[src/hdl/rc_pkg.sv]
// rc_pkg: shared types, constants and digit helpers for the radix converter.
// No dependencies; every other file but rc_ram refers to it by scoped name.

package rc_pkg;

  localparam int VALUE_W   = 63;  // format operand
  localparam int CHAR_W    = 7;   // ASCII character
  localparam int ACC_W     = 64;  // parse accumulator and divider word
  localparam int DIGIT_W   = 6;   // digit value, also base width
  localparam int CFG_IDX_W = 2;

  // long division: quotient bits resolved per cycle, passes per digit
  localparam int DIV_STEPS  = 8;
  localparam int DIV_PASSES = ACC_W / DIV_STEPS;
  localparam int PASS_W     = $clog2(DIV_PASSES);

  localparam logic [DIGIT_W-1:0] MIN_BASE   = 6'd2;
  localparam logic [DIGIT_W-1:0] RESET_BASE = 6'd10;

  localparam logic [CHAR_W-1:0] CHAR_0     = 7'h30;  // '0'
  localparam logic [CHAR_W-1:0] CHAR_9     = 7'h39;  // '9'
  localparam logic [CHAR_W-1:0] CHAR_UA    = 7'h41;  // 'A'
  localparam logic [CHAR_W-1:0] CHAR_UZ    = 7'h5A;  // 'Z'
  localparam logic [CHAR_W-1:0] LETTER_OFS = 7'h37;  // 'A' - 10

  typedef enum logic {
    ACT_FORMAT = 1'b0,
    ACT_PARSE  = 1'b1
  } action_e;

  typedef enum logic [CFG_IDX_W-1:0] {
    REG_FORMAT_BASE = 2'd0,
    REG_PARSE_BASE  = 2'd1
  } cfg_reg_e;

  typedef enum logic [1:0] {
    B_IDLE,
    B_DIV,
    B_EMIT_RD,
    B_EMIT_WR
  } back_state_e;

  typedef struct packed {
    logic [DIGIT_W-1:0] format_base;
    logic [DIGIT_W-1:0] parse_base;
  } cfg_t;

  typedef struct packed {
    logic               bad;
    logic [DIGIT_W-1:0] value;
  } digit_t;

  // classified item as held in the queue
  typedef struct packed {
    action_e            action;
    logic [VALUE_W-1:0] value;
    logic [DIGIT_W-1:0] digit;
    logic               bad;
    logic               last;
  } item_t;

  function automatic logic [DIGIT_W-1:0] clamp_base(logic [DIGIT_W-1:0] b,
                                                    logic [DIGIT_W-1:0] asize);
    logic [DIGIT_W-1:0] r;
    r = b;
    if (b < MIN_BASE) begin
      r = MIN_BASE;
    end else if (b > asize) begin
      r = asize;
    end
    return r;
  endfunction

  // ASCII to digit value; anything outside the first asize letters is bad
  function automatic digit_t digit_of(logic [CHAR_W-1:0] c, logic [DIGIT_W-1:0] asize);
    logic [CHAR_W-1:0] v;
    digit_t            res;
    v   = '0;
    res = '{bad: 1'b1, value: '0};
    if (c >= CHAR_0 && c <= CHAR_9) begin
      v       = c - CHAR_0;
      res.bad = 1'b0;
    end else if (c >= CHAR_UA && c <= CHAR_UZ) begin
      v       = c - LETTER_OFS;
      res.bad = 1'b0;
    end
    if (!res.bad && v[DIGIT_W-1:0] >= asize) begin
      res.bad = 1'b1;
    end
    res.value = res.bad ? '0 : v[DIGIT_W-1:0];
    return res;
  endfunction

  function automatic logic [CHAR_W-1:0] digit_char(logic [DIGIT_W-1:0] d);
    logic [CHAR_W-1:0] r;
    if (d < 6'd10) begin
      r = CHAR_0 + {1'b0, d};
    end else begin
      r = LETTER_OFS + {1'b0, d};
    end
    return r;
  endfunction

endpackage

[src/hdl/rc_if.sv]
// rc_if: valid/ready channel interfaces of the radix converter (items in,
// results out, register writes). Depends on rc_pkg for field widths.

interface rc_in_if;
  logic                       valid;
  logic                       ready;
  logic                       action;
  logic [rc_pkg::VALUE_W-1:0] value_in;
  logic [rc_pkg::CHAR_W-1:0]  char_in;
  logic                       char_last;

  modport source (output valid, action, value_in, char_in, char_last, input ready);
  modport sink   (input valid, action, value_in, char_in, char_last, output ready);
endinterface

interface rc_out_if;
  logic                            valid;
  logic                            ready;
  logic [rc_pkg::CHAR_W-1:0]       char_out;
  logic signed [rc_pkg::ACC_W-1:0] value_out;
  logic                            is_parse_result;
  logic                            bad_char;
  logic                            run_last;

  modport source (output valid, char_out, value_out, is_parse_result, bad_char, run_last,
                  input ready);
  modport sink   (input valid, char_out, value_out, is_parse_result, bad_char, run_last,
                  output ready);
endinterface

interface rc_cfg_if;
  logic                         valid;
  logic                         ready;
  logic [rc_pkg::CFG_IDX_W-1:0] index;
  logic [rc_pkg::DIGIT_W-1:0]   data;

  modport source (output valid, index, data, input ready);
  modport sink   (input valid, index, data, output ready);
endinterface

[src/hdl/radix_converter.sv]
// radix_converter: top level; base registers, front queue and back engine.
// Depends on rc_pkg, rc_if, rc_front, rc_back and rc_ram.

// Converts between binary and base-N digit text (alphabet 0-9A-Z, bases 2..36,
// out-of-range base registers clamp to 2 or ALPHABET_SIZE). A format item
// (action 0) yields its digit characters most significant first, run_last on
// the final one; zero gives '0'. A parse item (action 1) folds one character
// into a 64-bit wrapping accumulator and yields one result only when
// char_last is set; characters outside the alphabet count as zero and raise
// bad_char on that string's result. Items are taken into a two-entry queue,
// so up to two items can be held while the engine works or a result waits.
// A format item runs through the long divider, which resolves eight
// quotient bits a cycle over a 64-bit word for each digit; each buffered
// digit is then read back through the registered port of the digit
// buffer. Base 10 at most needs 19 digits, base 2 up to 63.
// Base registers are written through cfg_i (index 0 format base, index 1
// parse base, other indices ignored); write them only while the block is idle.

module radix_converter #(
  parameter int DIGIT_SLOTS   = 64,  // digit buffer depth, 64..128
  parameter int ALPHABET_SIZE = 36   // usable alphabet letters, 2..36
) (
  input  logic      clk_i,
  input  logic      rst_ni,
  rc_cfg_if.sink    cfg_i,
  rc_in_if.sink     in_i,
  rc_out_if.source  out_o
);

  rc_pkg::cfg_t  cfg_q, cfg_d;
  logic          fr_head_valid;
  rc_pkg::item_t fr_head;
  logic          bk_pop;

  // base registers, always ready for a transfer
  assign cfg_i.ready = 1'b1;

  always_comb begin
    cfg_d = cfg_q;
    if (cfg_i.valid) begin
      case (rc_pkg::cfg_reg_e'(cfg_i.index))
        rc_pkg::REG_FORMAT_BASE: cfg_d.format_base = cfg_i.data;
        rc_pkg::REG_PARSE_BASE:  cfg_d.parse_base  = cfg_i.data;
        default: begin
        end
      endcase
    end
  end

  always_ff @(posedge clk_i or negedge rst_ni) begin
    if (!rst_ni) begin
      cfg_q <= '{format_base: rc_pkg::RESET_BASE, parse_base: rc_pkg::RESET_BASE};
    end else begin
      cfg_q <= cfg_d;
    end
  end

  // front: character classification and item queue
  rc_front #(
    .ALPHABET_SIZE (ALPHABET_SIZE)
  ) u_front (
    .clk_i        (clk_i),
    .rst_ni       (rst_ni),
    .in_i         (in_i),
    .head_valid_o (fr_head_valid),
    .head_o       (fr_head),
    .pop_i        (bk_pop)
  );

  // back: divider, digit buffer, accumulator, result register
  rc_back #(
    .DIGIT_SLOTS   (DIGIT_SLOTS),
    .ALPHABET_SIZE (ALPHABET_SIZE)
  ) u_back (
    .clk_i        (clk_i),
    .rst_ni       (rst_ni),
    .cfg_i        (cfg_q),
    .head_valid_i (fr_head_valid),
    .head_i       (fr_head),
    .pop_o        (bk_pop),
    .out_o        (out_o)
  );

  // the engine only takes an item the queue really holds
  a_pop_needs_item: assert property (@(posedge clk_i) disable iff (!rst_ni)
    bk_pop |-> fr_head_valid)
    else $error("back popped an empty queue");

  // a full queue always presents a head item
  a_full_has_head: assert property (@(posedge clk_i) disable iff (!rst_ni)
    !in_i.ready |-> fr_head_valid)
    else $error("input stalled with empty queue");

  // closing a string puts its parse result on the output next cycle
  a_parse_result: assert property (@(posedge clk_i) disable iff (!rst_ni)
    bk_pop && fr_head.action == rc_pkg::ACT_PARSE && fr_head.last
    |=> out_o.valid && out_o.is_parse_result && out_o.run_last)
    else $error("finished string gave no parse result");

endmodule

[src/hdl/rc_ram.sv]
// rc_ram: generic simple dual-port RAM, one write and one registered read.
// No dependencies.

module rc_ram #(
  parameter int WIDTH = 6,
  parameter int DEPTH = 64
) (
  input  logic                     clk_i,
  input  logic                     we_i,
  input  logic [$clog2(DEPTH)-1:0] waddr_i,
  input  logic [WIDTH-1:0]         wdata_i,
  input  logic [$clog2(DEPTH)-1:0] raddr_i,
  output logic [WIDTH-1:0]         rdata_o
);

  logic [WIDTH-1:0] mem_q [DEPTH];
  logic [WIDTH-1:0] rdata_q;

  always_ff @(posedge clk_i) begin
    if (we_i) begin
      mem_q[waddr_i] <= wdata_i;
    end
    rdata_q <= mem_q[raddr_i];
  end

  assign rdata_o = rdata_q;

endmodule

[src/hdl/rc_front.sv]
// rc_front: input side of the radix converter; classifies characters and
// buffers items in a two-entry queue. Depends on rc_pkg and rc_in_if.

module rc_front #(
  parameter int ALPHABET_SIZE = 36
) (
  input  logic          clk_i,
  input  logic          rst_ni,
  rc_in_if.sink         in_i,
  output logic          head_valid_o,
  output rc_pkg::item_t head_o,
  input  logic          pop_i
);

  localparam int QDEPTH = 2;  // power of two: pointers wrap naturally
  localparam int PW     = $clog2(QDEPTH);
  localparam int CW     = $clog2(QDEPTH + 1);
  localparam logic [rc_pkg::DIGIT_W-1:0] ALPHA = rc_pkg::DIGIT_W'(ALPHABET_SIZE);

  rc_pkg::item_t  mem_q [QDEPTH];
  rc_pkg::item_t  item;
  rc_pkg::digit_t dg;
  logic [PW-1:0]  wptr_q, wptr_d, rptr_q, rptr_d;
  logic [CW-1:0]  cnt_q, cnt_d;
  logic           push;

  // classify on the way in
  always_comb begin
    dg          = rc_pkg::digit_of(in_i.char_in, ALPHA);
    item.action = rc_pkg::action_e'(in_i.action);
    item.value  = in_i.value_in;
    item.digit  = dg.value;
    item.bad    = dg.bad;
    item.last   = in_i.char_last;
  end

  assign in_i.ready   = (cnt_q != CW'(QDEPTH));
  assign push         = in_i.valid && in_i.ready;
  assign head_valid_o = (cnt_q != '0);
  assign head_o       = mem_q[rptr_q];

  always_comb begin
    wptr_d = push  ? wptr_q + PW'(1) : wptr_q;
    rptr_d = pop_i ? rptr_q + PW'(1) : rptr_q;
    cnt_d  = cnt_q;
    if (push && !pop_i) begin
      cnt_d = cnt_q + CW'(1);
    end else if (pop_i && !push) begin
      cnt_d = cnt_q - CW'(1);
    end
  end

  always_ff @(posedge clk_i or negedge rst_ni) begin
    if (!rst_ni) begin
      wptr_q <= '0;
      rptr_q <= '0;
      cnt_q  <= '0;
    end else begin
      wptr_q <= wptr_d;
      rptr_q <= rptr_d;
      cnt_q  <= cnt_d;
    end
  end

  always_ff @(posedge clk_i) begin
    if (push) begin
      mem_q[wptr_q] <= item;
    end
  end

endmodule

[src/hdl/rc_back.sv]
// rc_back: execution side of the radix converter; long-division digit
// generator, digit buffer, parse accumulator and result register.
// Depends on rc_pkg, rc_out_if and rc_ram.

module rc_back #(
  parameter int DIGIT_SLOTS   = 64,
  parameter int ALPHABET_SIZE = 36
) (
  input  logic          clk_i,
  input  logic          rst_ni,
  input  rc_pkg::cfg_t  cfg_i,
  input  logic          head_valid_i,
  input  rc_pkg::item_t head_i,
  output logic          pop_o,
  rc_out_if.source      out_o
);

  localparam int AW = $clog2(DIGIT_SLOTS);
  localparam logic [AW-1:0] LAST_SLOT = AW'(DIGIT_SLOTS - 1);
  localparam logic [rc_pkg::PASS_W-1:0] PASS_LAST = rc_pkg::PASS_W'(rc_pkg::DIV_PASSES - 1);
  localparam logic [rc_pkg::DIGIT_W-1:0] ALPHA = rc_pkg::DIGIT_W'(ALPHABET_SIZE);

  localparam int ACC_W   = rc_pkg::ACC_W;
  localparam int DIGIT_W = rc_pkg::DIGIT_W;
  localparam int STEPS   = rc_pkg::DIV_STEPS;

  rc_pkg::back_state_e state_q, state_d;

  logic [ACC_W-1:0]          quo_q, quo_d, quo_next;
  logic [DIGIT_W-1:0]        rem_q, rem_d, rem_next;
  logic [rc_pkg::PASS_W-1:0] pass_q, pass_d;
  logic [DIGIT_W-1:0]        base_q, base_d;
  logic [AW-1:0]             wptr_q, wptr_d, rptr_q, rptr_d;
  logic [ACC_W-1:0]          acc_q, acc_d, acc_new;
  logic                      started_q, started_d, bad_q, bad_d;
  logic [DIGIT_W-1:0]        pbase;
  logic [DIGIT_W-1:0]        rdata;

  logic                       out_valid_q, out_valid_d;
  logic [rc_pkg::CHAR_W-1:0]  out_char_q, out_char_d;
  logic [ACC_W-1:0]           out_value_q, out_value_d;
  logic                       out_parse_q, out_parse_d;
  logic                       out_bad_q, out_bad_d;
  logic                       out_last_q, out_last_d;
  logic                       out_free;

  // control strobes
  logic div_start, digit_done, prs_upd, ld_prs_out, ld_fmt_out;

  assign out_free = !out_valid_q || out_o.ready;

  // eight quotient bits per cycle, remainder stays below the base
  always_comb begin : div_chunk
    logic [DIGIT_W:0]   t;
    logic [DIGIT_W-1:0] r;
    logic [STEPS-1:0]   qbits;
    r     = rem_q;
    qbits = '0;
    for (int i = 0; i < STEPS; i++) begin
      t = {r, quo_q[ACC_W-1-i]};
      if (t >= {1'b0, base_q}) begin
        t                   = t - {1'b0, base_q};
        qbits[STEPS-1-i] = 1'b1;
      end
      r = t[DIGIT_W-1:0];
    end
    rem_next = r;
    quo_next = {quo_q[ACC_W-STEPS-1:0], qbits};
  end

  // parse step
  assign pbase   = rc_pkg::clamp_base(cfg_i.parse_base, ALPHA);
  assign acc_new = started_q
                 ? acc_q * {{(ACC_W-DIGIT_W){1'b0}}, pbase}
                   + {{(ACC_W-DIGIT_W){1'b0}}, head_i.digit}
                 : {{(ACC_W-DIGIT_W){1'b0}}, head_i.digit};

  // next state
  always_comb begin
    state_d = state_q;
    case (state_q)
      rc_pkg::B_IDLE: begin
        if (head_valid_i && head_i.action == rc_pkg::ACT_FORMAT) begin
          state_d = rc_pkg::B_DIV;
        end
      end
      rc_pkg::B_DIV: begin
        if (pass_q == PASS_LAST && (quo_next == '0 || wptr_q == LAST_SLOT)) begin
          state_d = rc_pkg::B_EMIT_RD;
        end
      end
      rc_pkg::B_EMIT_RD: begin
        state_d = rc_pkg::B_EMIT_WR;
      end
      rc_pkg::B_EMIT_WR: begin
        if (out_free) begin
          state_d = (rptr_q == '0) ? rc_pkg::B_IDLE : rc_pkg::B_EMIT_RD;
        end
      end
      default: begin
        state_d = rc_pkg::B_IDLE;
      end
    endcase
  end

  // control outputs
  always_comb begin
    pop_o      = 1'b0;
    div_start  = 1'b0;
    digit_done = 1'b0;
    prs_upd    = 1'b0;
    ld_prs_out = 1'b0;
    ld_fmt_out = 1'b0;
    case (state_q)
      rc_pkg::B_IDLE: begin
        if (head_valid_i) begin
          if (head_i.action == rc_pkg::ACT_FORMAT) begin
            pop_o     = 1'b1;
            div_start = 1'b1;
          end else if (!head_i.last) begin
            pop_o   = 1'b1;
            prs_upd = 1'b1;
          end else if (out_free) begin
            pop_o      = 1'b1;
            prs_upd    = 1'b1;
            ld_prs_out = 1'b1;
          end
        end
      end
      rc_pkg::B_DIV: begin
        digit_done = (pass_q == PASS_LAST);
      end
      rc_pkg::B_EMIT_WR: begin
        ld_fmt_out = out_free;
      end
      default: begin
      end
    endcase
  end

  // datapath
  always_comb begin
    quo_d       = quo_q;
    rem_d       = rem_q;
    pass_d      = pass_q;
    base_d      = base_q;
    wptr_d      = wptr_q;
    rptr_d      = rptr_q;
    acc_d       = acc_q;
    started_d   = started_q;
    bad_d       = bad_q;
    out_valid_d = out_valid_q;
    out_char_d  = out_char_q;
    out_value_d = out_value_q;
    out_parse_d = out_parse_q;
    out_bad_d   = out_bad_q;
    out_last_d  = out_last_q;

    if (div_start) begin
      quo_d  = {1'b0, head_i.value};
      rem_d  = '0;
      pass_d = '0;
      wptr_d = '0;
      base_d = rc_pkg::clamp_base(cfg_i.format_base, ALPHA);
    end
    if (state_q == rc_pkg::B_DIV) begin
      quo_d  = quo_next;
      pass_d = pass_q + rc_pkg::PASS_W'(1);
      if (digit_done) begin
        rem_d  = '0;
        wptr_d = wptr_q + AW'(1);
        rptr_d = wptr_q;
      end else begin
        rem_d = rem_next;
      end
    end

    if (prs_upd) begin
      if (head_i.last) begin
        acc_d     = '0;
        started_d = 1'b0;
        bad_d     = 1'b0;
      end else begin
        acc_d     = acc_new;
        started_d = 1'b1;
        bad_d     = bad_q | head_i.bad;
      end
    end

    if (ld_prs_out) begin
      out_valid_d = 1'b1;
      out_char_d  = '0;
      out_value_d = acc_new;
      out_parse_d = 1'b1;
      out_bad_d   = bad_q | head_i.bad;
      out_last_d  = 1'b1;
    end else if (ld_fmt_out) begin
      out_valid_d = 1'b1;
      out_char_d  = rc_pkg::digit_char(rdata);
      out_value_d = '0;
      out_parse_d = 1'b0;
      out_bad_d   = 1'b0;
      out_last_d  = (rptr_q == '0);
      rptr_d      = rptr_q - AW'(1);
    end else if (out_o.ready) begin
      out_valid_d = 1'b0;
    end
  end

  always_ff @(posedge clk_i or negedge rst_ni) begin
    if (!rst_ni) begin
      state_q     <= rc_pkg::B_IDLE;
      pass_q      <= '0;
      wptr_q      <= '0;
      rptr_q      <= '0;
      acc_q       <= '0;
      started_q   <= 1'b0;
      bad_q       <= 1'b0;
      out_valid_q <= 1'b0;
    end else begin
      state_q     <= state_d;
      pass_q      <= pass_d;
      wptr_q      <= wptr_d;
      rptr_q      <= rptr_d;
      acc_q       <= acc_d;
      started_q   <= started_d;
      bad_q       <= bad_d;
      out_valid_q <= out_valid_d;
    end
  end

  always_ff @(posedge clk_i) begin
    quo_q       <= quo_d;
    rem_q       <= rem_d;
    base_q      <= base_d;
    out_char_q  <= out_char_d;
    out_value_q <= out_value_d;
    out_parse_q <= out_parse_d;
    out_bad_q   <= out_bad_d;
    out_last_q  <= out_last_d;
  end

  rc_ram #(
    .WIDTH (DIGIT_W),
    .DEPTH (DIGIT_SLOTS)
  ) u_digits (
    .clk_i   (clk_i),
    .we_i    (digit_done),
    .waddr_i (wptr_q),
    .wdata_i (rem_next),
    .raddr_i (rptr_q),
    .rdata_o (rdata)
  );

  assign out_o.valid           = out_valid_q;
  assign out_o.char_out        = out_char_q;
  assign out_o.value_out       = $signed(out_value_q);
  assign out_o.is_parse_result = out_parse_q;
  assign out_o.bad_char        = out_bad_q;
  assign out_o.run_last        = out_last_q;

endmodule
[src/flat_wrapper.sv]
// flat-port wrapper written by rule: the top's interface ports become plain ports
module radix_converter_flat 
#(
  parameter int DIGIT_SLOTS   = 64,                                
  parameter int ALPHABET_SIZE = 36                                    
)
  (clk_i, rst_ni, cfg_i_valid, cfg_i_index, cfg_i_data, cfg_i_ready, in_i_valid, in_i_action, in_i_value_in, in_i_char_in, in_i_char_last, in_i_ready, out_o_valid, out_o_char_out, out_o_value_out, out_o_is_parse_result, out_o_bad_char, out_o_run_last, out_o_ready);
  rc_cfg_if cfg_i_i ();
  rc_in_if in_i_i ();
  rc_out_if out_o_i ();
  input  logic clk_i;
  input  logic rst_ni;
  input wire logic [$bits(cfg_i_i.valid)-1:0] cfg_i_valid;
  input wire logic [$bits(cfg_i_i.index)-1:0] cfg_i_index;
  input wire logic [$bits(cfg_i_i.data)-1:0] cfg_i_data;
  output wire logic [$bits(cfg_i_i.ready)-1:0] cfg_i_ready;
  input wire logic [$bits(in_i_i.valid)-1:0] in_i_valid;
  input wire logic [$bits(in_i_i.action)-1:0] in_i_action;
  input wire logic [$bits(in_i_i.value_in)-1:0] in_i_value_in;
  input wire logic [$bits(in_i_i.char_in)-1:0] in_i_char_in;
  input wire logic [$bits(in_i_i.char_last)-1:0] in_i_char_last;
  output wire logic [$bits(in_i_i.ready)-1:0] in_i_ready;
  output wire logic [$bits(out_o_i.valid)-1:0] out_o_valid;
  output wire logic [$bits(out_o_i.char_out)-1:0] out_o_char_out;
  output wire logic [$bits(out_o_i.value_out)-1:0] out_o_value_out;
  output wire logic [$bits(out_o_i.is_parse_result)-1:0] out_o_is_parse_result;
  output wire logic [$bits(out_o_i.bad_char)-1:0] out_o_bad_char;
  output wire logic [$bits(out_o_i.run_last)-1:0] out_o_run_last;
  input wire logic [$bits(out_o_i.ready)-1:0] out_o_ready;
  assign cfg_i_i.valid = cfg_i_valid;
  assign cfg_i_i.index = cfg_i_index;
  assign cfg_i_i.data = cfg_i_data;
  assign cfg_i_ready = cfg_i_i.ready;
  assign in_i_i.valid = in_i_valid;
  assign in_i_i.action = in_i_action;
  assign in_i_i.value_in = in_i_value_in;
  assign in_i_i.char_in = in_i_char_in;
  assign in_i_i.char_last = in_i_char_last;
  assign in_i_ready = in_i_i.ready;
  assign out_o_valid = out_o_i.valid;
  assign out_o_char_out = out_o_i.char_out;
  assign out_o_value_out = out_o_i.value_out;
  assign out_o_is_parse_result = out_o_i.is_parse_result;
  assign out_o_bad_char = out_o_i.bad_char;
  assign out_o_run_last = out_o_i.run_last;
  assign out_o_i.ready = out_o_ready;
  radix_converter #(.DIGIT_SLOTS(DIGIT_SLOTS), .ALPHABET_SIZE(ALPHABET_SIZE)) u_core (.clk_i(clk_i), .rst_ni(rst_ni), .cfg_i(cfg_i_i), .in_i(in_i_i), .out_o(out_o_i));
endmodule
[config.mk]
export PLATFORM = sky130hd
export DESIGN_NAME = radix_converter_flat
export DESIGN_NICKNAME = d
export VERILOG_FILES = /design/src/hdl/rc_pkg.sv /design/src/hdl/rc_if.sv /design/src/hdl/radix_converter.sv /design/src/hdl/rc_ram.sv /design/src/hdl/rc_front.sv /design/src/hdl/rc_back.sv /design/src/flat_wrapper.sv
export SDC_FILE = /design/constraint.sdc
export NUM_CORES = 2
export LEC_CHECK = 0
export BUFFER_PORTS_ARGS = -buffer_cell sky130_fd_sc_hd__buf_2
export CELL_PAD_IN_SITES_DETAIL_PLACEMENT = 0
export CELL_PAD_IN_SITES_GLOBAL_PLACEMENT = 1
export CORE_MARGIN = 8
export CORE_UTILIZATION = 56
export DETAILED_ROUTE_END_ITERATION = 6
export GPL_TIMING_DRIVEN = 0
export PLACE_DENSITY_LB_ADDON = 0.1
export SETUP_SLACK_MARGIN = 0.1
export SLEW_MARGIN = 0
export SYNTH_ARGS = -nofsm -noshare
export SYNTH_HDL_FRONTEND = slang
export SYNTH_SLANG_ARGS = --single-unit
[constraint.sdc]
create_clock -name clk_i -period 44.3 [get_ports clk_i]
set_input_delay 8.86 -clock clk_i [delete_from_list [all_inputs] [get_ports clk_i]]
set_output_delay 8.86 -clock clk_i [all_outputs]
set_load 0.01 [all_outputs]
==> metrics.md <==
| Metric | Value |
|---|---|
| Hold Fails Final Rpt | 0 |
| Cts bufs inserted | 85 |
| Main flop type after synthesis | edfxtp_1 |
| Critical path launch point type | flip-flop |
| Reg2reg setup slack | 24.06 ns |
| Yosys reg bits | slightly below 800 |
| Layout Area Growth over Synthesis | 12.06% |
| CP Class | flip-flop to flip-flop |
| RSZ-0062 raised after global routing | false |
| Hold Crit Class | flip-flop to flip-flop |
| Die span in x | around 300 um |
| Tcrit/Tclk final | 45.69% |
| Crit path time final | 20.24 ns |
| Critical path required time | 44.78 ns |
| EDFF count, synth | roughly 670 |
| DR vias/cell | ~6 |
| Most common cell in the netlist | edfxtp_1 |
| CP max stage delay | 0.78 ns |
| Max transition margin | ~7.6% |
| Synthesized instance count | about 3600 |
| Run status | completed |
| Post-CTS sizing | 0 |
| Worst-Margin Slew | between 1 and 1.5 ns |
| Crit path top cell by count | ha_1 |
| Main area contributors after synthesis | edfxtp_1 45%, fa_1 11%, mux4_2 6.3% |
| Initial antenna violation count | 3 |
| WP buf/inv | 9 |
| Number of warnings issued by yosys | 0 |
| Fillers | between 6000 and 7000 |
| CP Capture Type | flip-flop |
| Crit path max-delay family | compound AO/OA/AOI/OAI gates |
| Synth area leader | edfxtp_1 |
| Clk sinks | between 700 and 800 |
| Port bufs | ~160 |
| Cell Count, Final, Fillers Out | roughly 5000 |
| Cell area after synthesis | 44830 um^2 |
| F_max | approximately 49 MHz |
| Die Span Y | approximately 300 um |
| Detailed placement HPWL | approximately 85000 um |
| Initial Util | 56.65% |
| Slowest cell on crit path | inv_1 |
| Setup repair bufs after CTS | 0 |
| TritonRoute pass-1 iters | 7 |
| Syn nets | slightly above 4000 |
| First DRT Iteration DRCs | ~2500 |
| Seq/Total Area, Yosys | between 50% and 60% |
| Clock skew | 0.06536 ns |
| Worst skew pair latency | around 0.7 ns |
| Hold_sp | u_core.u_back.out_o.is_parse_result$_SDFFE_PP1P_ |
| Final-stage net count | around 4400 |
| Post-route ant nets | 0 |
| # H-tree levels | 3 |
| Gr usage total | between 20% and 30% |
| Async S/R FF share, synth | 12.76% |
| Count of cell types in the netlist | just over 90 |
| # IOs | roughly 160 |
| Worst-path clk slew | around 0.060 ns |
| Vias | between 20000 and 30000 |
| Max-slew violations | 0 |
| Maxcap violations | 0 |
| WL final | 115100 um |
| Reg-to-Reg Start | u_core.u_back.base_q[1]$_SDFFCE_PP1P_ |
| WL per Instance | about 23 um |
| Critical Path AT | just over 20 ns |
| RD Place Congestion | 0.9931 |
| Synth top cells by count | 669 x edfxtp_1, 614 x nand2_1, 281 x inv_1 |
| Global-route wire length before repair | ~180000 um |
| Worst Setup SP | u_core.u_back.base_q[1]$_SDFFCE_PP1P_ |
| Largest net degree at the start of global routing | a little over 70 |
| Post-cts hold buffer count | 0 |
| Setup violators final | 0 |
| Mapped Avg Cell Area | between 10 and 15 um^2 |
| Vias in the first global route | approximately 30000 |
| Die Area | just under 90000 um^2 |
| FP Rows | between 100 and 150 |
| Setup tns final | 0 ns |
| Root Driver | clkbuf_16 |
| DRC viols | 0 |
| CTS tree | done |
| Synth top area share | between 40% and 50% |
| Core area | between 70000 and 80000 um^2 |
| Critical-path maximum fanout | 40 |
| Clock Tree Buf Depth | 3 |
| DP Cell Count | between 4000 and 5000 |
| Congestion Overflow GR | 0 |
| Layout cell share with drive strength beyond 1 | between 10% and 20% |
[metal layers]
metal | GRT usage [%] | part of all wire, % | vias up
met5 | 0 | 0.011 | -
met4 | 7.781 | 3.1 | 2
met2 | 42.93 | 49 | 1201
met1 | 34.63 | 41 | 14940
met3 | 3.969 | 6.6 | 235
li1 | - | - | 13290
[logic make-up (layout without fill, tap and decap cells)]
logic type | count (synthesis) | count (layout) | synth area share, %
compound gates | 532 | 532 | 7.693
xor+xnor | 103 | 103 | 2.012
fa+ha+maj | 439 | 439 | 16.40
mux | 242 | 242 | 9.060
flops | 784 | 784 | 51.08
buf+inv | 441 | 769 | 3.740
other cells | 1 | 2 | 0.008366
simple gates | 1046 | 1046 | 10.01
[state kept, by name, indices dropped and copies added (netlist names), 2 cells and up]
| name | flops |
|---|---|
| u_core.u_back.u_digits.mem_q | 384 |
| u_core.u_back.state_q | 2 |
| u_core.u_back.rptr_q | 6 |
| u_core.u_back.quo_q | 64 |
| u_core.u_back.out_o.char_out | 7 |
| u_core.u_back.base_q | 6 |
| u_core.u_back.rem_q | 6 |
| u_core.u_back.u_digits.rdata_o | 6 |
| u_core.u_front.mem_q | 144 |
| u_core.cfg_q | 12 |
| u_core.u_back.out_o.value_out | 64 |
| u_core.u_back.acc_q | 64 |
| u_core.u_front.cnt_q | 2 |
| u_core.u_back.wptr_q | 6 |
| u_core.u_back.pass_q | 3 |
[final timing paths]
kind	cells after the start	to
max	72	u_core.u_back.u_digits.mem_q[8][5]$_DFFE_PP_
min	2	u_core.u_back.out_o.is_parse_result$_SDFFE_PP1P_
max reg2reg	72	u_core.u_back.u_digits.mem_q[8][5]$_DFFE_PP_
min reg2reg	2	u_core.u_back.out_o.is_parse_result$_SDFFE_PP1P_
max in group asynchronous	2	u_core.cfg_q[1]$_DFFE_PN1P_
min in group asynchronous	1	u_core.u_back.acc_q[13]$_DFFE_PN0P_
[cell usage in the layout, fill, tap and decap left out, types with 13 or more instances in the layout]
| cell | count |
|---|---|
| xnor2_1 | 68 |
| inv_1 | 281 |
| a21oi_1 | 102 |
| and2_1 | 19 |
| a31oi_1 | 14 |
| fa_1 | 248 |
| and3_1 | 27 |
| mux2i_1 | 83 |
| nand3_1 | 46 |
| dfrtp_1 | 96 |
| a21o_1 | 75 |
| o21ai_0 | 194 |
| nor3_1 | 17 |
| xor2_1 | 35 |
| ha_1 | 190 |
| clkbuf_1 | 137 |
| nor2_1 | 196 |
| dfxtp_1 | 15 |
| buf_1 | 28 |
| o21bai_1 | 13 |
| nand2b_1 | 21 |
| nor2b_1 | 22 |
| edfxtp_1 | 669 |
| o21a_1 | 18 |
| mux2_2 | 26 |
| nand4_1 | 22 |
| mux4_2 | 126 |
| buf_2 | 160 |
| clkinv_2 | 15 |
| clkbuf_16 | 89 |
| nand2_1 | 611 |
| nor4_1 | 21 |
[area by class of cell]
| cell class | count | area [um^2] | area share (%) |
|---|---|---|---|
| timing repair buffer | 168 | 1012 | 2.015 |
| inverter | 284 | 1066 | 2.122 |
| buffer | 157 | 610.6 | 1.216 |
| clock inverter | 47 | 604.3 | 1.203 |
| clock buffer | 113 | 2417 | 4.812 |
| sequential | 784 | 22900 | 45.58 |
| antenna | 1 | 2.502 | 0.004982 |
| tap | 1050 | 1314 | 2.615 |
| multi-input combinational | 2363 | 20310 | 40.43 |
[through the flow]
step / setup WS (ns) / util (%) / cell area, um^2 / hold slack [ns]
after floorplan: 26.37 / - / 44830 / 0.4497
after global placement: 21.40 / 59.32 / 46940 / 0.4261
after detailed placement: 24.33 / 59.66 / 47210 / 0.4352
after CTS: 24.28 / 63.48 / 50230 / 0.4426
after global routing: 22.86 / 63.48 / 50230 / 0.4752
final: 24.06 / 63.48 / 50230 / 0.4383
[worst reg2reg max path: cells and delay by family (launching register included)]
family	cells	cell delay [ns]
AOI/OAI and AO/OA	45	12.20
adders and majority gates	8	2.64
buffers and inverters	9	2.28
and+or+nand+nor	5	0.68
muxes	5	1.79
DFF	1	0.52
Power is left out: the tool's default activity adds up to more than one toggle a clock period on the data nets, which glitch-free logic cannot reach.
